`config.mk`:
```
export PLATFORM = sky130hd
export DESIGN_NAME = operator_token_lexer
export DESIGN_NICKNAME = d
export VERILOG_FILES = /design/src/sv/olex_pkg.sv /design/src/sv/operator_token_lexer.sv /design/src/sv/olex_front.sv /design/src/sv/olex_queue.sv /design/src/sv/olex_back.sv
export VERILOG_INCLUDE_DIRS = /design/src /design/src/sv
export SDC_FILE = /design/constraint.sdc
export NUM_CORES = 1
export LEC_CHECK = 0
export BUFFER_PORTS_ARGS = -buffer_cell sky130_fd_sc_hd__buf_2
export CORE_MARGIN = 2
export CORE_UTILIZATION = 55
export CTS_BUF_LIST = sky130_fd_sc_hd__clkbuf_4
export DETAILED_ROUTE_END_ITERATION = 16
export PLACE_DENSITY_LB_ADDON = 0.12
export RECOVER_POWER = 50
export SYNTH_ARGS = -nofsm -noshare
export SYNTH_HDL_FRONTEND = slang
export SYNTH_SLANG_ARGS = --single-unit
```
`constraint.sdc`:
```
create_clock -name clock -period 3.1 [get_ports clock]
set_input_delay 0.155 -clock clock [delete_from_list [all_inputs] [get_ports clock]]
set_output_delay 0.155 -clock clock [all_outputs]
set_load 0.02 [all_outputs]
```
`src/sv/operator_token_lexer_assert.svh`:
```
// Assertion macros for the operator token lexer.
// Used by files that carry concurrent checks; expects clock and reset in scope.
`ifndef OPERATOR_TOKEN_LEXER_ASSERT_SVH
`define OPERATOR_TOKEN_LEXER_ASSERT_SVH

// same-cycle implication
`define OTL_ASSERT_IMP(lbl, ante, cons) \
   lbl: assert property (@(posedge clock) disable iff (reset) (ante) |-> (cons)) \
      else $error("operator_token_lexer: same-cycle check failed");

// next-cycle implication
`define OTL_ASSERT_NEXT(lbl, ante, cons) \
   lbl: assert property (@(posedge clock) disable iff (reset) (ante) |=> (cons)) \
      else $error("operator_token_lexer: next-cycle check failed");

`endif

```
`src/sv/olex_pkg.sv`:
```
// Shared types, token codes and classification functions for the operator lexer.
// No dependencies.
`default_nettype none

package olex_pkg;

   localparam int QueueDepthDefault = 4;

   localparam logic [3:0] PfxNone   = 4'd0;
   localparam logic [3:0] PfxSlash  = 4'd1;
   localparam logic [3:0] PfxTilde  = 4'd2;
   localparam logic [3:0] PfxLt     = 4'd3;
   localparam logic [3:0] PfxGt     = 4'd4;
   localparam logic [3:0] PfxAssign = 4'd5;
   localparam logic [3:0] PfxColon  = 4'd6;
   localparam logic [3:0] PfxDot    = 4'd7;
   localparam logic [3:0] PfxDotDot = 4'd8;

   localparam logic [5:0] TokPlus     = 6'd0;
   localparam logic [5:0] TokMinus    = 6'd1;
   localparam logic [5:0] TokStar     = 6'd2;
   localparam logic [5:0] TokPercent  = 6'd3;
   localparam logic [5:0] TokCaret    = 6'd4;
   localparam logic [5:0] TokHash     = 6'd5;
   localparam logic [5:0] TokAmp      = 6'd6;
   localparam logic [5:0] TokPipe     = 6'd7;
   localparam logic [5:0] TokLParen   = 6'd8;
   localparam logic [5:0] TokRParen   = 6'd9;
   localparam logic [5:0] TokLBrace   = 6'd10;
   localparam logic [5:0] TokRBrace   = 6'd11;
   localparam logic [5:0] TokLBracket = 6'd12;
   localparam logic [5:0] TokRBracket = 6'd13;
   localparam logic [5:0] TokSemi     = 6'd14;
   localparam logic [5:0] TokComma    = 6'd15;
   localparam logic [5:0] TokSlash    = 6'd16;
   localparam logic [5:0] TokDSlash   = 6'd17;
   localparam logic [5:0] TokTilde    = 6'd18;
   localparam logic [5:0] TokNe       = 6'd19;
   localparam logic [5:0] TokLt       = 6'd20;
   localparam logic [5:0] TokShl      = 6'd21;
   localparam logic [5:0] TokLe       = 6'd22;
   localparam logic [5:0] TokGt       = 6'd23;
   localparam logic [5:0] TokShr      = 6'd24;
   localparam logic [5:0] TokGe       = 6'd25;
   localparam logic [5:0] TokAssign   = 6'd26;
   localparam logic [5:0] TokEq       = 6'd27;
   localparam logic [5:0] TokColon    = 6'd28;
   localparam logic [5:0] TokDColon   = 6'd29;
   localparam logic [5:0] TokDot      = 6'd30;
   localparam logic [5:0] TokConcat   = 6'd31;
   localparam logic [5:0] TokDots     = 6'd32;
   localparam logic [5:0] TokNoMatch  = 6'd33;

   // extension results that are not tokens
   localparam logic [5:0] ExtNone   = 6'd0;
   localparam logic [5:0] ExtDotDot = 6'd63;

   typedef struct packed {
      logic [7:0] char_byte;
      logic       end_marker;
   } req_payload_type;

   typedef struct packed {
      logic [5:0] token_code;
      logic [7:0] unmatched_byte;
      logic       last;
   } rsp_payload_type;

   typedef struct packed {
      logic            two;
      rsp_payload_type first;
      rsp_payload_type second;
   } queue_entry_type;

   typedef struct packed {
      logic            valid;
      queue_entry_type entry;
   } push_type;

   typedef struct packed {
      logic pop;
      logic sel;
   } back_status_type;

   typedef struct packed {
      logic       hit;
      logic [5:0] code;
   } tok_hit_type;

   function automatic tok_hit_type single_code(input logic [7:0] b);
      tok_hit_type r;
      r.hit = 1'b1;
      unique case (b)
         "+":     r.code = TokPlus;
         "-":     r.code = TokMinus;
         "*":     r.code = TokStar;
         "%":     r.code = TokPercent;
         "^":     r.code = TokCaret;
         "#":     r.code = TokHash;
         "&":     r.code = TokAmp;
         "|":     r.code = TokPipe;
         "(":     r.code = TokLParen;
         ")":     r.code = TokRParen;
         "{":     r.code = TokLBrace;
         "}":     r.code = TokRBrace;
         "[":     r.code = TokLBracket;
         "]":     r.code = TokRBracket;
         ";":     r.code = TokSemi;
         ",":     r.code = TokComma;
         default: begin
            r.hit  = 1'b0;
            r.code = TokNoMatch;
         end
      endcase
      return r;
   endfunction

   function automatic logic [3:0] starter_code(input logic [7:0] b);
      logic [3:0] r;
      unique case (b)
         "/":     r = PfxSlash;
         "~":     r = PfxTilde;
         "<":     r = PfxLt;
         ">":     r = PfxGt;
         "=":     r = PfxAssign;
         ":":     r = PfxColon;
         ".":     r = PfxDot;
         default: r = PfxNone;
      endcase
      return r;
   endfunction

   function automatic logic [5:0] pfx_token(input logic [3:0] p);
      logic [5:0] r;
      unique case (p)
         PfxSlash:  r = TokSlash;
         PfxTilde:  r = TokTilde;
         PfxLt:     r = TokLt;
         PfxGt:     r = TokGt;
         PfxAssign: r = TokAssign;
         PfxColon:  r = TokColon;
         PfxDot:    r = TokDot;
         PfxDotDot: r = TokConcat;
         default:   r = TokPlus;
      endcase
      return r;
   endfunction

   function automatic logic [5:0] extend_tok(input logic [3:0] p, input logic [7:0] b);
      logic [5:0] r;
      r = ExtNone;
      unique case (p)
         PfxSlash:  if (b == "/") r = TokDSlash;
         PfxTilde:  if (b == "=") r = TokNe;
         PfxLt:     r = (b == "<") ? TokShl : (b == "=") ? TokLe : ExtNone;
         PfxGt:     r = (b == ">") ? TokShr : (b == "=") ? TokGe : ExtNone;
         PfxAssign: if (b == "=") r = TokEq;
         PfxColon:  if (b == ":") r = TokDColon;
         PfxDot:    if (b == ".") r = ExtDotDot;
         PfxDotDot: if (b == ".") r = TokDots;
         default:   r = ExtNone;
      endcase
      return r;
   endfunction

endpackage

`default_nettype wire

```
`src/sv/operator_token_lexer.sv`:
```
// Operator token lexer, top level: front end, entry queue and back end.
// Depends on olex_pkg, olex_front, olex_queue, olex_back and the assert macros.
//
// Usage:
//   req channel: one byte per transaction (char_byte), or end_marker set to
//   flush a pending prefix. Accepted when req_valid and req_ready are high.
//   rsp channel: token_code, unmatched_byte and last; last marks the final
//   result of an input transaction. A byte may yield zero, one or two results.
// Path: an accepted byte enters the queue at the accepting edge, then moves
//   from the queue head into the rsp output register.
// Throughput: one input per cycle while the queue is not full; one result per
//   cycle from the rsp register while rsp_ready is high; a two-result byte
//   holds its entry. The QueueDepth-entry queue absorbs that and output stalls.
// Stalls: while rsp_ready is low the output register holds; the front keeps
//   accepting until the queue fills, then req_ready drops.
// Reset: synchronous, active high; clears the pending prefix, empties the
//   queue and drops rsp_valid.
`default_nettype none

module operator_token_lexer
   import olex_pkg::*;
#(
   parameter int QueueDepth = QueueDepthDefault
) (
   input  wire logic            clock,
   input  wire logic            reset,
   input  wire logic            req_valid,
   output logic                 req_ready,
   input  wire req_payload_type req_payload,
   output logic                 rsp_valid,
   input  wire logic            rsp_ready,
   output rsp_payload_type      rsp_payload
);

   localparam int CntW = $clog2(QueueDepth+1);

   push_type        push;
   logic            q_full;
   logic            q_valid;
   queue_entry_type q_head;
   logic [CntW-1:0] q_count;
   back_status_type back_status;

   olex_front u_front (
      .clock       (clock),
      .reset       (reset),
      .req_valid   (req_valid),
      .req_ready   (req_ready),
      .req_payload (req_payload),
      .q_full      (q_full),
      .push        (push)
   );

   olex_queue #(
      .Depth (QueueDepth)
   ) u_queue (
      .clock      (clock),
      .reset      (reset),
      .push       (push),
      .pop        (back_status.pop),
      .full       (q_full),
      .head_valid (q_valid),
      .head       (q_head),
      .count      (q_count)
   );

   olex_back u_back (
      .clock       (clock),
      .reset       (reset),
      .head_valid  (q_valid),
      .head        (q_head),
      .status      (back_status),
      .rsp_valid   (rsp_valid),
      .rsp_ready   (rsp_ready),
      .rsp_payload (rsp_payload)
   );

`include "operator_token_lexer_assert.svh"

   `OTL_ASSERT_IMP(a_count_bound, 1'b1, q_count <= CntW'(QueueDepth))
   `OTL_ASSERT_IMP(a_pop_nonempty, back_status.pop, q_valid)
   `OTL_ASSERT_IMP(a_sel_two, back_status.sel, q_valid && q_head.two)
   `OTL_ASSERT_NEXT(a_second_last, back_status.sel && rsp_valid && rsp_ready, rsp_payload.last)

endmodule

`default_nettype wire

```
`src/sv/olex_front.sv`:
```
// Front end: accepts transactions, tracks the pending operator prefix and
// classifies each byte into zero, one or two results. Depends on olex_pkg.
`default_nettype none

module olex_front
   import olex_pkg::*;
(
   input  wire logic            clock,
   input  wire logic            reset,
   input  wire logic            req_valid,
   output logic                 req_ready,
   input  wire req_payload_type req_payload,
   input  wire logic            q_full,
   output push_type             push
);

   logic [3:0]      prefix_ff, prefix_in;
   logic [3:0]      p_eff;
   logic [5:0]      ext;
   tok_hit_type     sc;
   logic [3:0]      st;
   logic            accept;
   logic            have_flush, have_byte, have_any;
   rsp_payload_type flush_r, byte_r;

   assign req_ready = !q_full;
   assign accept    = req_valid && req_ready;

   always_comb begin
      p_eff      = (prefix_ff > PfxDotDot) ? PfxNone : prefix_ff;
      ext        = extend_tok(p_eff, req_payload.char_byte);
      sc         = single_code(req_payload.char_byte);
      st         = starter_code(req_payload.char_byte);
      flush_r    = '{token_code: pfx_token(p_eff), unmatched_byte: 8'd0, last: 1'b0};
      byte_r     = '{token_code: sc.code, unmatched_byte: 8'd0, last: 1'b1};
      have_flush = 1'b0;
      have_byte  = 1'b0;
      prefix_in  = PfxNone;
      if (req_payload.end_marker) begin
         have_flush = (p_eff != PfxNone);
      end else if (p_eff != PfxNone && ext == ExtDotDot) begin
         prefix_in = PfxDotDot;
      end else if (p_eff != PfxNone && ext != ExtNone) begin
         have_flush         = 1'b1;
         flush_r.token_code = ext;
      end else begin
         have_flush = (p_eff != PfxNone);
         if (sc.hit) begin
            have_byte = 1'b1;
         end else if (st != PfxNone) begin
            prefix_in = st;
         end else begin
            have_byte             = 1'b1;
            byte_r.token_code     = TokNoMatch;
            byte_r.unmatched_byte = req_payload.char_byte;
         end
      end
      have_any = have_flush || have_byte;

      push.valid        = accept && have_any;
      push.entry.two    = have_flush && have_byte;
      push.entry.second = byte_r;
      if (have_flush) begin
         push.entry.first      = flush_r;
         push.entry.first.last = !have_byte;
      end else begin
         push.entry.first = byte_r;
      end
   end

   always_ff @(posedge clock) begin
      if (reset) begin
         prefix_ff <= PfxNone;
      end else if (accept) begin
         prefix_ff <= prefix_in;
      end
   end

endmodule

`default_nettype wire

```
`src/sv/olex_queue.sv`:
```
// Short FIFO of classified entries between the front and back ends.
// Depends on olex_pkg.
`default_nettype none

module olex_queue
   import olex_pkg::*;
#(
   parameter int Depth = QueueDepthDefault
) (
   input  wire logic      clock,
   input  wire logic      reset,
   input  wire push_type  push,
   input  wire logic      pop,
   output logic           full,
   output logic           head_valid,
   output queue_entry_type head,
   output logic [$clog2(Depth+1)-1:0] count
);

   localparam int AddrW = (Depth > 1) ? $clog2(Depth) : 1;
   localparam int CntW  = $clog2(Depth+1);

   queue_entry_type store_ff [Depth];
   logic [AddrW-1:0] wr_ptr_ff, wr_ptr_in;
   logic [AddrW-1:0] rd_ptr_ff, rd_ptr_in;
   logic [CntW-1:0]  count_ff, count_in;
   logic             do_push, do_pop;

   assign full       = (count_ff == CntW'(Depth));
   assign head_valid = (count_ff != '0);
   assign head       = store_ff[rd_ptr_ff];
   assign count      = count_ff;
   assign do_push    = push.valid && !full;
   assign do_pop     = pop && head_valid;

   always_comb begin
      wr_ptr_in = wr_ptr_ff;
      rd_ptr_in = rd_ptr_ff;
      count_in  = count_ff;
      if (do_push) begin
         wr_ptr_in = (wr_ptr_ff == AddrW'(Depth-1)) ? '0 : wr_ptr_ff + 1'b1;
      end
      if (do_pop) begin
         rd_ptr_in = (rd_ptr_ff == AddrW'(Depth-1)) ? '0 : rd_ptr_ff + 1'b1;
      end
      if (do_push && !do_pop) begin
         count_in = count_ff + 1'b1;
      end else if (do_pop && !do_push) begin
         count_in = count_ff - 1'b1;
      end
   end

   always_ff @(posedge clock) begin
      if (do_push) begin
         store_ff[wr_ptr_ff] <= push.entry;
      end
   end

   always_ff @(posedge clock) begin
      if (reset) begin
         wr_ptr_ff <= '0;
         rd_ptr_ff <= '0;
         count_ff  <= '0;
      end else begin
         wr_ptr_ff <= wr_ptr_in;
         rd_ptr_ff <= rd_ptr_in;
         count_ff  <= count_in;
      end
   end

endmodule

`default_nettype wire

```
`src/sv/olex_back.sv`:
```
// Back end: drains queue entries into the registered result channel,
// one result per cycle while rsp_ready is high. Depends on olex_pkg.
`default_nettype none

module olex_back
   import olex_pkg::*;
(
   input  wire logic            clock,
   input  wire logic            reset,
   input  wire logic            head_valid,
   input  wire queue_entry_type head,
   output back_status_type     status,
   output logic                rsp_valid,
   input  wire logic           rsp_ready,
   output rsp_payload_type     rsp_payload
);

   logic            rsp_valid_ff, rsp_valid_in;
   rsp_payload_type rsp_payload_ff, rsp_payload_in;
   logic            sel_ff, sel_in;
   logic            load;

   assign load        = !rsp_valid_ff || rsp_ready;
   assign rsp_valid   = rsp_valid_ff;
   assign rsp_payload = rsp_payload_ff;

   always_comb begin
      rsp_valid_in   = rsp_valid_ff;
      rsp_payload_in = rsp_payload_ff;
      sel_in         = sel_ff;
      status.pop     = 1'b0;
      status.sel     = sel_ff;
      if (load) begin
         rsp_valid_in = head_valid;
         if (head_valid) begin
            rsp_payload_in = sel_ff ? head.second : head.first;
            status.pop     = !head.two || sel_ff;
            sel_in         = head.two && !sel_ff;
         end
      end
   end

   always_ff @(posedge clock) begin
      rsp_payload_ff <= rsp_payload_in;
   end

   always_ff @(posedge clock) begin
      if (reset) begin
         rsp_valid_ff <= 1'b0;
         sel_ff       <= 1'b0;
      end else begin
         rsp_valid_ff <= rsp_valid_in;
         sel_ff       <= sel_in;
      end
   end

endmodule

`default_nettype wire
```
==> reports/qor.csv <==
stage,metric,value,unit
logic_synthesis,yosys_warnings,0,
clock_network,cts_tree,done,
critical_path,cp_top_family,simple AND/OR/NAND/NOR gates,
global_routing,grt_pass1_vias,4353,
logic_synthesis,synth-edff-count,131,
critical_path,crit_chain,nor2b_1 -> nand4_1 -> nand2_1 -> a21oi_1 -> ha_1 -> inv_1 -> fa_1 -> xor2_1 -> or3_1 -> a21oi_1,
floorplan,core_area,12000,um2
critical_path,worstSetupPathType,reg -> reg,
logic_synthesis,ys_types,63,
finish,multiInputGateArea,2290,um2
floorplan,die_area,13200,um2
logic_synthesis,synth_commonest_cells,"131 x edfxtp_1, 55 x nand2_1, 30 x nor2_1, 29 x mux4_2, 20 x a21oi_1",
route,wirelength,14200,um
critical_path,cp.required,3.59,ns
timing,finalCritPeriodShare,0.882,
finish,regArea,4230,um2
critical_path,end_kind,flop,
pwr,vdd_ir_drop_max,301,uV
place,dp_slack,0.172,ns
finish,nNetsFinal,552,
logic_synthesis,synth_nets,508,
timing,final.setup_skew,0.0162,ns
critical_path,cp.depth,10,
route,ant_nets,0,
clock_network,hold_buffers,3,
critical_path,crit_fanout,16,
logic_synthesis,synth.area.top_cells,"edfxtp_1 58%, mux4_2 9.7%, dfxtp_1 4.5%, nand2_1 3.1%, nor2_1 1.7%",
pwr,finalPower,5390,uW
logic_synthesis,synth-main-ff-cell,edfxtp_1,
critical_path,crit_buf_inv,1,
flow_run,drv_cap,0,
timing,setup_ws,0.365,ns
place,hpwl,8980,um
finish,fin_cells,693,
timing,worst_slew_pin_slew,1.13,ns
logic_synthesis,synthArstFlopShare,0,
floorplan,rows,40,
route,drtPass1Iterations,7,
route,drt-vias-per-instance,6.06,
global_routing,grt_max_degree,30,
worst_hold_path,holdCritPathClass,in -> reg,
clock_network,cts.clk_slew.worst_paths,0.12,ns
logic_synthesis,syn_area,6740,um2
critical_path,reg2reg_depth,10,
logic_synthesis,netlist_instances,488,
global_routing,grt_pass1_wl,22800,um
critical_path,slowest_stage,dfxtp_1,
clock_network,cts_max_path_buffers,2,
timing,layout_min_cycle_time,2.74,ns
route,first_iter_violations,357,
logic_synthesis,ys_ff_latch,146,
finish,area_growth,11.4,%
critical_path,path_common_cell,a21oi_1,
logic_synthesis,synth.most_common_cell,edfxtp_1,
logic_synthesis,yosysTopAreaCellShare,0.584,
finish,final_util,0.628,
logic_synthesis,synth_top_area_cell,edfxtp_1,
timing,setup_violations,0,
floorplan,pin_count,30,
floorplan,die_w,115,um
place,gp_congestion,0.917,
place,numPortBuffers,29,
global_routing,antenna_found_initial,1,
critical_path,worst_setup_path_start_kind,flop,
global_routing,grt_use_total,0.236,
worst_hold_path,whs_path_depth,5,
finish,nFillCells,911,
timing,hold_viol,0,
floorplan,die_height,115,um
timing,slew_headroom,0.247,
logic_synthesis,yosysSeqAreaShare,0.628,
critical_path,cpPeakStageDelay,0.70,ns
timing,finalMaxSlewViolations,0,
clock_network,cts_resized,0,
global_routing,grt.overflow.total,0,
clock_network,clk_latency,0.54,ns
clock_network,cts_made_buffers,17,
clock_network,cts_setup_buffers,0,
clock_network,cts-root-buf,clkbuf_4,
timing,rsz0062_at_grt,false,
place,dp_cells,657,
timing,fmax,0.366,GHz
logic_synthesis,syn_avg_cell_area,13.8,um2
route,route.detailed.drc,0,
pwr,powerDensity,718,nW/um2
outcome,status,finished clean,
floorplan,initial_utilization,0.563,
critical_path,worstPathArrival,3.22,ns
timing,tns,0,ns
clock_network,cts-htree-levels,4,
clock_network,cts.sinks,146,
route,wl_per_cell,20.5,um
route,vias,4202,
pwr,leakage,0.00249,uW
finish,drive_above_1_share,0.191,
routing by layer:
| layer | GRT usage | wire [um] |
|---|---|---|
| met1 | 0.304 | 6030 |
| met2 | 0.387 | 7070 |
| met3 | 0.0556 | 703 |
| met4 | 0.0996 | 393 |
| met5 | 0 | 0 |
kinds of logic after synthesis:
family          count (synthesis)  synth area share
simple gates                  182             0.151
flops                         146             0.628
compound gates                 62            0.0611
buf+inv                        49            0.0312
mux                            33             0.103
xor+xnor                        9            0.0117
fa+ha+maj                       7            0.0141
worst paths after layout:
kind / to / from / slack [ns]
worst max-delay path: u_queue.count[2] / u_front.prefix_ff[3] / 0.36
worst max register to register: u_queue.count[2] / u_front.prefix_ff[3] / 0.36
worst min register to register: u_queue.count[2] / u_queue.count[2] / 0.52
worst min-delay path: u_front.prefix_ff[1] / req_valid / 0.12
placed cells by master, fill, tap and decap left out, types with 15 or more instances in the layout:
master	synthesis	layout
edfxtp_1	131	131
nand2_1	55	55
nor2_1	30	30
mux4_2	29	29
clkbuf_1	18	21
a21oi_1	20	20
buf_4	2	20
clkbuf_4	0	18
nor3_1	14	15
inv_1	14	15
dfxtp_1	15	15
worst register-to-register path, delay by kind of cell (launching register included):
kind	cells	cell delay [ns]
and+or+nand+nor	4	0.73
DFF	1	0.70
buffers and inverters	1	0.06
AOI/OAI and AO/OA	2	0.41
xor gates and xnor gates	1	0.17
adders and majority gates	2	0.62
flip-flops by register name, summed over array words and instances, names as in the netlist, named ones only:
register / cells
u_back.rsp_valid: 1
u_queue.store_ff: 116
u_back.rsp_payload: 15
u_queue.rd_ptr_ff: 2
u_front.prefix_ff: 4
u_queue.count: 3
u_back.sel_ff: 1
u_queue.wr_ptr_ff: 2
report_power, final:
part | total, uW | switching, uW | internal [uW]
Clock | 1630 | 654 | 974
Combinational | 1250 | 783 | 468
Sequential | 2510 | 78.1 | 2430
Total | 5390 | 1520 | 3880
through the flow:
stage | instance area [um2] | hold slack [ns]
2_1_floorplan | 6740 | 0.335
3_3_place_gp | 7110 | 0.421
3_5_place_dp | 7110 | 0.429
4_1_cts | 7560 | 0.0798
5_1_grt | 7510 | 0.104
6_report | 7510 | 0.124
final cells by class:
class,count,share of cell area
Sequential cell,146,0.564
Clock buffer,18,0.0180
Multi-Input combinational cell,293,0.304
Tap cell,147,0.0245
Antenna cell,1,0.000333
Inverter,17,0.00850
Clock inverter,14,0.0373
Timing Repair Buffer,57,0.0432
Power figures use the tool's default switching activity.
